**src/hdl/mtag_pkg.sv**
```systemverilog
// mtag_pkg: shared types and constants for the Morton tile address generator.
// Holds the request/result structs, configuration layout and status codes.
// No dependencies.
package mtag_pkg;

  // Tile geometry (8x8 Z-order tiles).
  localparam int TILE_SIDE        = 8;
  localparam int TILE_SHIFT       = 3;
  localparam int MAX_SIDE_PIXELS  = 1024;
  localparam int MAX_TILES        = MAX_SIDE_PIXELS / TILE_SIDE;

  // Field widths.
  localparam int COORD_W  = 10;
  localparam int TILES_W  = 8;
  localparam int PBITS_W  = 6;
  localparam int OFFS_W   = 23;
  localparam int STATUS_W = 2;
  localparam int CFG_IDX_W  = 2;
  localparam int CFG_DATA_W = 8;

  // Configuration register indexes.
  localparam logic [CFG_IDX_W-1:0] CFG_WIDTH_TILES  = 2'd0;
  localparam logic [CFG_IDX_W-1:0] CFG_HEIGHT_TILES = 2'd1;
  localparam logic [CFG_IDX_W-1:0] CFG_PIXEL_BITS   = 2'd2;

  // Supported pixel formats, in bits per pixel.
  localparam logic [PBITS_W-1:0] PIX_4  = 6'd4;
  localparam logic [PBITS_W-1:0] PIX_8  = 6'd8;
  localparam logic [PBITS_W-1:0] PIX_16 = 6'd16;
  localparam logic [PBITS_W-1:0] PIX_24 = 6'd24;
  localparam logic [PBITS_W-1:0] PIX_32 = 6'd32;

  // Result status codes.
  localparam logic [STATUS_W-1:0] STATUS_OK         = 2'd0;
  localparam logic [STATUS_W-1:0] STATUS_OUT_OF_GRID = 2'd1;
  localparam logic [STATUS_W-1:0] STATUS_BAD_FORMAT  = 2'd2;

  // Configuration reset values.
  localparam logic [TILES_W-1:0] RST_WIDTH_TILES  = 8'd1;
  localparam logic [TILES_W-1:0] RST_HEIGHT_TILES = 8'd1;
  localparam logic [PBITS_W-1:0] RST_PIXEL_BITS   = 6'd32;

  typedef struct packed {
    logic [COORD_W-1:0] pixel_x;
    logic [COORD_W-1:0] pixel_y;
  } req_t;

  typedef struct packed {
    logic [OFFS_W-1:0]   tiled_offset;
    logic [OFFS_W-1:0]   linear_offset;
    logic [STATUS_W-1:0] status;
  } res_t;

  typedef struct packed {
    logic [TILES_W-1:0] width_tiles;
    logic [TILES_W-1:0] height_tiles;
    logic [PBITS_W-1:0] pixel_bits;
  } cfg_t;

endpackage

```
**src/hdl/mtag_cfg_regs.sv**
```systemverilog
// mtag_cfg_regs: configuration register file (tile grid size, pixel format).
// Plain write port, no read-back. Depends on mtag_pkg.
module mtag_cfg_regs (
  input  logic                             clk,
  input  logic                             rst_n,
  input  logic                             cfg_we,
  input  logic [mtag_pkg::CFG_IDX_W-1:0]   cfg_idx,
  input  logic [mtag_pkg::CFG_DATA_W-1:0]  cfg_wdata,
  output mtag_pkg::cfg_t                   cfg_o
);
  import mtag_pkg::*;

  cfg_t cfg_r;
  cfg_t cfg_nxt;

  always_comb begin
    cfg_nxt = cfg_r;
    if (cfg_we) begin
      unique case (cfg_idx)
        CFG_WIDTH_TILES:  cfg_nxt.width_tiles  = cfg_wdata[TILES_W-1:0];
        CFG_HEIGHT_TILES: cfg_nxt.height_tiles = cfg_wdata[TILES_W-1:0];
        CFG_PIXEL_BITS:   cfg_nxt.pixel_bits   = cfg_wdata[PBITS_W-1:0];
        default:          cfg_nxt = cfg_r; // unused index: drop the write
      endcase
    end
  end

  always_ff @(posedge clk) begin
    if (!rst_n) begin
      cfg_r.width_tiles  <= RST_WIDTH_TILES;
      cfg_r.height_tiles <= RST_HEIGHT_TILES;
      cfg_r.pixel_bits   <= RST_PIXEL_BITS;
    end else begin
      cfg_r <= cfg_nxt;
    end
  end

  assign cfg_o = cfg_r;

endmodule

```
**src/hdl/mtag_addr_calc.sv**
```systemverilog
// mtag_addr_calc: combinational address pair for one pixel (tiled and linear).
// Format/grid checks, tile index, Z-order interleave, nibble scaling. Depends on mtag_pkg.
module mtag_addr_calc (
  input  mtag_pkg::cfg_t cfg_i,
  input  mtag_pkg::req_t req_i,
  output mtag_pkg::res_t res_o
);
  import mtag_pkg::*;

  localparam int TIDX_W = 2 * TILES_W + 1;          // tile_row*wt + tx
  localparam int PROW_W = COORD_W + TILES_W;        // y*wt
  localparam int LIN_W  = PROW_W + TILE_SHIFT + 1;  // y*wt*8 + x

  // Scale a pixel index to nibbles: 1, 2, 4, 6 or 8 nibbles per pixel.
  function automatic logic [OFFS_W-1:0] scale_nib(input logic [OFFS_W-1:0] p,
                                                  input logic [PBITS_W-1:0] bits);
    logic [OFFS_W-1:0] s;
    s = '0;
    case (bits)
      PIX_4:   s = p;
      PIX_8:   s = p << 1;
      PIX_16:  s = p << 2;
      PIX_24:  s = (p << 2) + (p << 1);
      PIX_32:  s = p << 3;
      default: s = '0;
    endcase
    return s;
  endfunction

  logic [TILES_W-1:0]            wt, ht;
  logic [TILES_W+TILE_SHIFT-1:0] x_lim, y_lim;
  logic                          fmt_ok, in_grid;
  logic [COORD_W-TILE_SHIFT-1:0] tx, ty;
  logic [TILES_W-1:0]            tile_row;
  logic [TIDX_W-1:0]             tile_idx;
  logic [2*TILE_SHIFT-1:0]       zorder;
  logic [TILE_SHIFT-1:0]         in_x, in_y;
  logic [PROW_W-1:0]             row_base;
  logic [LIN_W-1:0]              lin_px;
  logic [OFFS_W-1:0]             tiled_px, linear_px;

  always_comb begin
    // Clamp oversized grid dimensions.
    wt = (int'(cfg_i.width_tiles) > MAX_TILES) ? TILES_W'(MAX_TILES) : cfg_i.width_tiles;
    ht = (int'(cfg_i.height_tiles) > MAX_TILES) ? TILES_W'(MAX_TILES) : cfg_i.height_tiles;

    case (cfg_i.pixel_bits) inside
      PIX_4, PIX_8, PIX_16, PIX_24, PIX_32: fmt_ok = 1'b1;
      default:                              fmt_ok = 1'b0;
    endcase

    x_lim   = {wt, TILE_SHIFT'(0)};
    y_lim   = {ht, TILE_SHIFT'(0)};
    in_grid = ({1'b0, req_i.pixel_x} < x_lim) && ({1'b0, req_i.pixel_y} < y_lim);

    tx   = req_i.pixel_x[COORD_W-1:TILE_SHIFT];
    ty   = req_i.pixel_y[COORD_W-1:TILE_SHIFT];
    in_x = req_i.pixel_x[TILE_SHIFT-1:0];
    in_y = ~req_i.pixel_y[TILE_SHIFT-1:0];           // rows count from the tile bottom

    // Tile rows count from the image bottom.
    tile_row = ht - TILES_W'(1) - TILES_W'(ty);
    tile_idx = TIDX_W'(tile_row) * TIDX_W'(wt) + TIDX_W'(tx);

    for (int b = 0; b < TILE_SHIFT; b++) begin
      zorder[2*b]   = in_x[b];
      zorder[2*b+1] = in_y[b];
    end

    tiled_px  = {tile_idx, zorder};
    row_base  = PROW_W'(req_i.pixel_y) * PROW_W'(wt);
    lin_px    = {1'b0, row_base, TILE_SHIFT'(0)} + LIN_W'(req_i.pixel_x);
    linear_px = OFFS_W'(lin_px);

    res_o.tiled_offset  = '0;
    res_o.linear_offset = '0;
    if (!fmt_ok) begin
      res_o.status = STATUS_BAD_FORMAT;
    end else if (!in_grid) begin
      res_o.status = STATUS_OUT_OF_GRID;
    end else begin
      res_o.status        = STATUS_OK;
      res_o.tiled_offset  = scale_nib(tiled_px, cfg_i.pixel_bits);
      res_o.linear_offset = scale_nib(linear_px, cfg_i.pixel_bits);
    end
  end

endmodule

```
**src/hdl/morton_tile_address_gen.sv**
```systemverilog
// morton_tile_address_gen: top level of the Morton (8x8 Z-order) tile address generator.
// Instantiates mtag_cfg_regs and mtag_addr_calc; depends on mtag_pkg.
//
// Usage:
//   - Request channel: drive in_req (pixel_x, pixel_y) and pulse start. A request
//     is taken at every rising edge with start high and busy low. busy stays low,
//     so a new request may be issued in every cycle.
//   - Result channel: out_valid is high for exactly one cycle per request, with
//     out_res (tiled_offset, linear_offset, status) valid in that cycle. The
//     receiver cannot stall; results come out in request order.
//   - Pipeline: an accepted request is held in the input register, then the address
//     logic feeds the result register.
//   - Throughput: 1 request per cycle, set by the single-pass address logic
//     (one tile-row multiply and one row-base multiply in parallel, then shifts/adds).
//   - Configuration: cfg_we / cfg_idx / cfg_wdata write width_tiles (0),
//     height_tiles (1) and pixel_bits (2). Write only while no request is in flight.
//   - Reset (rst_n low, synchronous): clears the pipeline valids, loads a 1x1 tile
//     grid and 32 bits per pixel. No clearing pass is needed.
//   - status: 0 ok, 1 coordinate outside grid, 2 unsupported pixel format; on any
//     error both offsets are zero.
module morton_tile_address_gen (
  input  logic                             clk,
  input  logic                             rst_n,
  // request channel
  input  logic                             start,
  output logic                             busy,
  input  mtag_pkg::req_t                   in_req,
  // result channel
  output logic                             out_valid,
  output mtag_pkg::res_t                   out_res,
  // configuration port
  input  logic                             cfg_we,
  input  logic [mtag_pkg::CFG_IDX_W-1:0]   cfg_idx,
  input  logic [mtag_pkg::CFG_DATA_W-1:0]  cfg_wdata
);
  import mtag_pkg::*;

  cfg_t cfg;
  req_t req_r;
  logic in_vld_r;
  res_t res_nxt;
  res_t res_r;
  logic out_vld_r;
  logic accept;

  // Never hold requests off: the datapath takes one every cycle.
  assign busy   = 1'b0;
  assign accept = start && !busy;

  mtag_cfg_regs u_cfg (
    .clk       (clk),
    .rst_n     (rst_n),
    .cfg_we    (cfg_we),
    .cfg_idx   (cfg_idx),
    .cfg_wdata (cfg_wdata),
    .cfg_o     (cfg)
  );

  // Input register: capture the request.
  always_ff @(posedge clk) begin
    if (!rst_n) begin
      in_vld_r <= 1'b0;
    end else begin
      in_vld_r <= accept;
    end
  end

  always_ff @(posedge clk) begin
    if (accept) begin
      req_r <= in_req;
    end
  end

  mtag_addr_calc u_calc (
    .cfg_i (cfg),
    .req_i (req_r),
    .res_o (res_nxt)
  );

  // Result register: present each result for one cycle.
  always_ff @(posedge clk) begin
    if (!rst_n) begin
      out_vld_r <= 1'b0;
    end else begin
      out_vld_r <= in_vld_r;
    end
  end

  always_ff @(posedge clk) begin
    if (in_vld_r) begin
      res_r <= res_nxt;
    end
  end

  assign out_valid = out_vld_r;
  assign out_res   = res_r;

  // Every accepted request reaches the input stage on the next edge.
  a_accept_to_stage: assert property (@(posedge clk) disable iff (!rst_n)
    accept |=> in_vld_r)
    else $error("accepted request did not reach the input stage");

  // Each accepted request yields a result once it has passed the input and result registers.
  a_accept_to_result: assert property (@(posedge clk) disable iff (!rst_n)
    accept |=> ##1 out_valid)
    else $error("result missing two cycles after request");

  // No result without a request in the input stage before it.
  a_no_phantom: assert property (@(posedge clk) disable iff (!rst_n)
    out_valid |-> $past(in_vld_r))
    else $error("result strobe without a request");

  // Error results carry zero offsets.
  a_error_zero: assert property (@(posedge clk) disable iff (!rst_n)
    (out_valid && (out_res.status != STATUS_OK)) |->
      ((out_res.tiled_offset == '0) && (out_res.linear_offset == '0)))
    else $error("error result with nonzero offset");

endmodule
```
**config.mk**
```make
export PLATFORM = sky130hd
export DESIGN_NAME = morton_tile_address_gen
export DESIGN_NICKNAME = d
export VERILOG_FILES = /design/src/hdl/mtag_pkg.sv /design/src/hdl/mtag_cfg_regs.sv /design/src/hdl/mtag_addr_calc.sv /design/src/hdl/morton_tile_address_gen.sv
export SDC_FILE = /design/constraint.sdc
export NUM_CORES = 1
export LEC_CHECK = 0
export ABC_AREA = 1
export BUFFER_PORTS_ARGS = -buffer_cell sky130_fd_sc_hd__clkbuf_2
export CAP_MARGIN = 0
export CORE_UTILIZATION = 55
export CTS_CLUSTER_DIAMETER = 50
export DETAILED_ROUTE_END_ITERATION = 7
export PLACE_DENSITY = 0.83
export REMOVE_ABC_BUFFERS = 1
export SETUP_SLACK_MARGIN = 0.02
export SYNTH_ARGS = -nofsm -noshare
export SYNTH_HDL_FRONTEND = slang
export SYNTH_SLANG_ARGS = --single-unit
```
**constraint.sdc**
```tcl
create_clock -name clk -period 7.9 [get_ports clk]
set_input_delay 1.58 -clock clk [delete_from_list [all_inputs] [get_ports clk]]
set_output_delay 1.58 -clock clk [all_outputs]
set_load 0.02 [all_outputs]
```
* Yosys cells after proc, flatten, opt, wreduce, memory -nomap -nowiden
Cells that the tools add are included.
** Word-level totals
- Flip-flop bits (word level) :: 92
- Input bits :: 34
- Output and inout bits :: 50
- Word-level logic and storage cells :: 43
** Operators by class
- Add/subtract/negate cells :: 6
- $mul :: 2
- $lt $le $gt $ge :: 4
- Eq/ne operators :: 7
- Muxes and demuxes :: 6
- Bitwise logic cells :: 1
- Reductions and logical operators :: 7
** Operators with widths (number)
- case mux 23 bit (5 select lines) :: 2
- adder 23 bit :: 2
- adder 21 x 10 -> 22 bit :: 1
- < comparator 10 x 11 -> 1 bit :: 2
- multiplier 10 x 8 -> 18 bit :: 1
- adder 16 x 7 -> 17 bit :: 1
- > comparator 8 bit (second input constant) :: 2
- multiplier 8 x 8 -> 16 bit :: 1
- 2-to-1 mux 8 bit :: 2
- equality test 6 x 5 -> 1 bit (second input constant) :: 2
- AND reduction 2 bit :: 4
- subtractor 8 x 1 -> 8 bit (second input constant) :: 1
- subtractor 8 x 7 -> 8 bit :: 1
- equality test 6 x 3 -> 1 bit (second input constant) :: 1
- equality test 6 x 4 -> 1 bit (second input constant) :: 1
- equality test 6 bit (second input constant) :: 1
- OR reduction 5 bit :: 1
- NOT 3 bit :: 1
- equality test 2 x 1 -> 1 bit (second input constant) :: 1
- equality test 2 bit (second input constant) :: 1
- logical NOT 2 bit :: 1
- 2-to-1 mux 1 bit :: 2
- logical AND 1 bit :: 1

* Logic depth before layout (Yosys ltp)
- Word-level depth :: 8
- Depth in mapped cells :: 40
- Mapped depth without buffers :: 40

* Modules after synthesis
From an unflattened synthesis, not the netlist that was laid out.
** Second synthesis, totals
- Cell total of the unflattened synthesis :: 1772
- Area total of the unflattened synthesis :: 12814.8 um^2
** Modules (own cells, without submodules)
- mtag_addr_calc :: times used 1, cells each 1557, area an instance 9749.4 um^2, seq. area each 0.0 um^2
- morton_tile_address_gen :: times used 1, cells each 76, area an instance 2108.3 um^2, seq. area each 2082.0 um^2
- mtag_cfg_regs :: times used 1, cells each 139, area an instance 957.2 um^2, seq. area each 440.4 um^2

* Least setup slack after synthesis
Ideal clock, no wire load.
- Kind :: register to register
- Start point :: register u_cfg.cfg_r, in the netlist u_cfg.cfg_o[6]
- End point :: register res_r, in the netlist out_res[47] (data pin)
- Setup time :: 270 ps
- Data arrival time :: 6896 ps
- Data required time :: 7630 ps
- Slack :: 734 ps
- Stages on the path, launching flop included :: 39
- Buffers on the path :: 1
- Period minus slack after synthesis :: 7166 ps
- Path through :: dfxtp_1 nor4_1 a21oi_1 inv_1 nand2_1 inv_1 ha_1 a21oi_1 inv_1 a21oi_1 o21ai_0 a21o_1 a21oi_1 xor2_1 nor2_1 fa_1 fa_1 fa_1 [... 3 more ...] ha_1 nand2_1 nor3_1 a21oi_1 or2_1 nand2_1 nand2_1 and2_1 clkbuf_1 ha_1 inv_1 nor3_1 nand2_1 or2_2 o311ai_0 nand3_1 nand3_1 a21oi_1
** On the way
- Longest elaborated chain between the ends :: 8
- Elaborated cells between the ends (all ways) :: 11
- Classes of those cells :: add/sub: 4; mul: 1; order compare: 2; mux: 2; reduce/logical: 2
** Ends and longest elaborated chain
- from (decl) :: line mtag_cfg_regs.sv:13 : cfg_t cfg_r;
- from (signal assigned) :: line mtag_cfg_regs.sv:34 : cfg_r <= cfg_nxt;
- > comparator 8 bit :: line mtag_addr_calc.sv:45 : ht = (int'(cfg_i.height_tiles) > MAX_TILES) ? TILES_W'(MAX_TILES) : cfg_i.height_tiles;
- 2-to-1 mux 8 bit * :: line mtag_addr_calc.sv:45
- subtractor 8 x 1 -> 8 bit :: line mtag_addr_calc.sv:62 : tile_row = ht - TILES_W'(1) - TILES_W'(ty);
- subtractor 8 x 7 -> 8 bit :: line mtag_addr_calc.sv:62
- multiplier 8 x 8 -> 16 bit :: line mtag_addr_calc.sv:63 : tile_idx = TIDX_W'(tile_row) * TIDX_W'(wt) + TIDX_W'(tx);
- adder 16 x 7 -> 17 bit :: line mtag_addr_calc.sv:63
- adder 23 bit :: line mtag_addr_calc.sv:23 : PIX_24: s = (p << 2) + (p << 1);
- case mux 23 bit (5 select lines) :: line mtag_addr_calc.sv:19 : case (bits)
- to (signal assigned) :: line morton_tile_address_gen.sv:91 : res_r <= res_nxt;
- to (decl) :: line morton_tile_address_gen.sv:42 : res_t res_r;
Mark *: on every way between the ends. The rest lies on a longest branch, timed or not.
A chain may end at the register's enable or synchronous reset.

* Worst setup path in the final report
- Start point :: register u_cfg.cfg_r, in the netlist u_cfg.cfg_o[9]
- End point :: register res_r, in the netlist out_res[44] (data pin)
The elaborated chain is that of the path after synthesis.

==> key figures <==
Outcome
  – Status: complete, no violations

Cells and area
  – Fill cell count: around 2000
  – Share of layout cells above drive strength 1: 11.37%
  – Post-layout util: ~62%
  – Register area: 2496 sq um
  – Ant. Diodes: 0
  – Final Net Count: 2117
  – Non-Filler Instances: 2132
  – Syn-to-layout area delta: 10.45%
  – Area of the multi-input gates: 9069 sq um

Power
  – Internal power: ~1.8 mW
  – Pwr Density: ~300 nW/um^2
  – Worst ir drop on vdd: between 0.2 and 0.25 mV
  – Net Switching: roughly 2.3 mW
  – Leak pwr: roughly 7.3 nW
  – Clock power share: 10.6%
  – Comb power frac: between 70% and 80%
  – Register share of total power: 13.6%
  – Switching Share: roughly 56%

Route
  – Drt wl/cell: 16.27 microns
  – Vias/cell: approximately 5.7
  – Drt first pass iters: 6
  – Vias: 12210
  – DR iter-0 viols: 1064
  – DRC violations left: 0
  – Final wirelength: 34680 microns
  – Routed Antenna Nets: 0

Synthesis
  – Fraction of registers with async set/reset: 0%
  – EDFF count, synth: 67
  – Top_reg_cell synth: edfxtp_1
  – Cell Area, Synth: 12750 sq um
  – Gate Count Post-Synth: ~1800
  – Yosys reg bits: 91
  – Avg Synthesized Cell Area: 7.271 sq um
  – Register area share after synthesis: 19.54%
  – Ys Warns: 0
  – Synth cell types: 55

Critical path
  – CP max-delay cell: fa_1
  – Crit start category: flip-flop
  – Max stage delay on crit path: 510 ps
  – R2R cell count: 34
  – Setup CP Type: flip-flop to flip-flop
  – Bufs and invs on worst path: 5
  – Crit. path cell count: 34
  – CP arrival: 7770 ps
  – Kind of end point of the critical path: flip-flop
  – Crit path max-delay family: adder cells
  – Worst path required time: 8000 ps
  – Max FO, Critical Path: 5
  – Most numerous cell on the critical path: inv_1

Global route
  – Remaining global-route overflow: 0
  – Total Routing Usage GR: 29.42%
  – Antenna violations before repair: 0
  – Largest net degree at the start of global routing: between 40 and 50
  – First-pass GRT wire length: between 50000 and 60000 microns
  – Vias in the first global route: 11450

STA
  – Final critical-path required period: 7675 ps
  – Tcrit/Tclk final: 97.15%
  – Slew at the pin closest to its max-slew limit: around 1200 ps
  – Post-route setup TNS: 0 ps
  – Final setup fails: 0
  – Max-slew violations: 0
  – Headroom to the max-slew limit: a little over a fifth
  – Clk_skew: 12.02 ps
  – Final hold vios: 0
  – Max Clk Rate: 130.3 MHz
  – RSZ-0062 raised after global routing: true

Floorplanning
  – Starting Density: between 50% and 60%
  – Die Footprint: around 24000 sq um
  – Rows: 55
  – # IOs: 84
  – Core Area: 22710 sq um
  – Chip height: 154.3 microns
  – Die X: 154.3 microns

Flow run
  – Max cap viols: 0

Clocking
  – H-tree depth: 3
  – Sink Count: 91
  – Clock latency on the worst-skew pair: 360 ps
  – Cts hold-fix bufs: 0
  – CTS max path bufs: 2
  – Worst-path clk slew: 70 ps
  – CTS Buf Count: 9
  – Root buffer cell: clkbuf_16
  – TritonCTS clock tree: yes

Placement
  – Dpl hpwl: ~27000 microns
  – Inst Count DP: 2110
  – Final Wtd Congestion: 0.9556
  – I/O Buffers: 82

Worst hold path
  – Min-delay worst type: flip-flop to flip-flop
  – Worst hold stages: 2
## state kept, by name (all words and copies together) (netlist names)
signal,cells
in_vld_r,1
out_valid,1
out_res,47
u_cfg.cfg_o,22
req_r,20
## layout make-up
type                            count  share of cell area (%)
Multi-Input combinational cell   1300                   64.38
Sequential cell                    91                   17.72
Inverter                          327                   8.740
Timing Repair Buffer              113                   4.566
Tap cell                          285                   2.532
Clock buffer                       12                   1.839
Clock inverter                      4                  0.2221
## synthesized netlist by cell type (11+ instances only)
cell | count | area [sq um]
ha_1 | 146 | 1827
inv_1 | 318 | 1194
a21o_1 | 11 | 82.58
nor2_1 | 225 | 844.6
nand4_1 | 17 | 106.4
fa_1 | 95 | 1902
o22ai_1 | 23 | 143.9
nand3_1 | 72 | 360.4
a221oi_1 | 14 | 122.6
a21oi_1 | 125 | 625.6
xor2_1 | 22 | 192.7
nand2_1 | 328 | 1231
o21ai_0 | 74 | 370.4
or2_2 | 13 | 81.33
nand2_2 | 12 | 75.07
nor3_1 | 17 | 85.08
clkbuf_1 | 32 | 120.1
edfxtp_1 | 67 | 2012
dfxtp_1 | 24 | 480.5
## logic make-up after synthesis
logic type	after synthesis	share of synthesized area, %
buf+inv	363	10.75
fa+ha+maj	241	29.24
other cells	1	0.02940
compound gates	310	14.24
xor+xnor	30	2.178
flops	91	19.54
simple gates	718	24.03
## metal layers
metal / GRT usage (%) / share of wire [%] / routed length [microns] / up-vias
li1: - / - / - / 5908
met1: 40.66 / 43 / 15040 / 5627
met2: 48.07 / 45 / 15650 / 591
met3: 3.586 / 8.7 / 3014 / 79
met4: 9.477 / 2.8 / 975 / 0
met5: 0 / 0 / 0 / -
## power groups by stage
stage	Combinational (mW)	Clock [mW]	Sequential, mW
floorplan	2.18	0	0.590
global placement	2.87	0	0.580
detailed placement	2.88	0	0.582
CTS	2.90	0.457	0.571
global route	3.53	0.468	0.576
finish	3.18	0.447	0.572
## tightest hold or removal path, cell delays in order, from the launching register on
cell and delay, ps:
dfxtp_1 320, nor2_1 110, nor2_1 50
## per-stage QoR
| step | hold slack (ps) | total power [mW] | instance area (sq um) | worst slack [ps] |
|---|---|---|---|---|
| after floorplan | 444.1 | 2.773 | 12610 | 795.2 |
| after global placement | 476.9 | 3.452 | 13570 | 382.5 |
| after detailed placement | 488.7 | 3.463 | 13570 | 123.3 |
| after CTS | 498.1 | 3.931 | 13860 | 69.31 |
| after global routing | 545.5 | 4.570 | 14090 | -170.8 |
| final | 519.8 | 4.198 | 14090 | 225.2 |
## layout by cell type, fill, tap and decap left out, types with 6 or more instances in the layout
cell / synthesis / final
o21bai_1: 7 / 7
dfxtp_1: 24 / 21
inv_2: 6 / 7
a211oi_1: 9 / 9
nand3_1: 72 / 72
a21oi_1: 125 / 119
and2_1: 7 / 6
o22ai_1: 23 / 23
buf_4: 2 / 31
o21ai_0: 74 / 72
o211ai_1: 9 / 9
or2_2: 13 / 13
xor2_1: 22 / 20
edfxtp_1: 67 / 67
a31oi_1: 10 / 10
nand2_2: 12 / 14
a21o_1: 11 / 11
nor2_2: 4 / 6
nor2_1: 225 / 223
inv_1: 318 / 317
ha_1: 146 / 142
o21ai_1: 4 / 6
nand2_1: 328 / 324
clkbuf_16: 0 / 10
clkbuf_2: 0 / 83
a221oi_1: 14 / 14
a21oi_2: 1 / 7
nand4_1: 17 / 17
nor3_1: 17 / 16
fa_1: 95 / 95
## path summary, 6_finish.rpt
kind	start	end	slack [ps]
worst max register to register	u_cfg.cfg_o[9]	out_res[44]	230
worst min register to register	u_cfg.cfg_o[10]	u_cfg.cfg_o[10]	520
worst max-delay path	u_cfg.cfg_o[9]	out_res[44]	230
worst min-delay path	u_cfg.cfg_o[10]	u_cfg.cfg_o[10]	520
## repair_timing
action | in CTS | in global routing
buffers inserted | 0 | 6
endpoints found under the setup margin | 0 | 6
resized for setup | 0 | 39
Power figures use the tool's default switching activity.
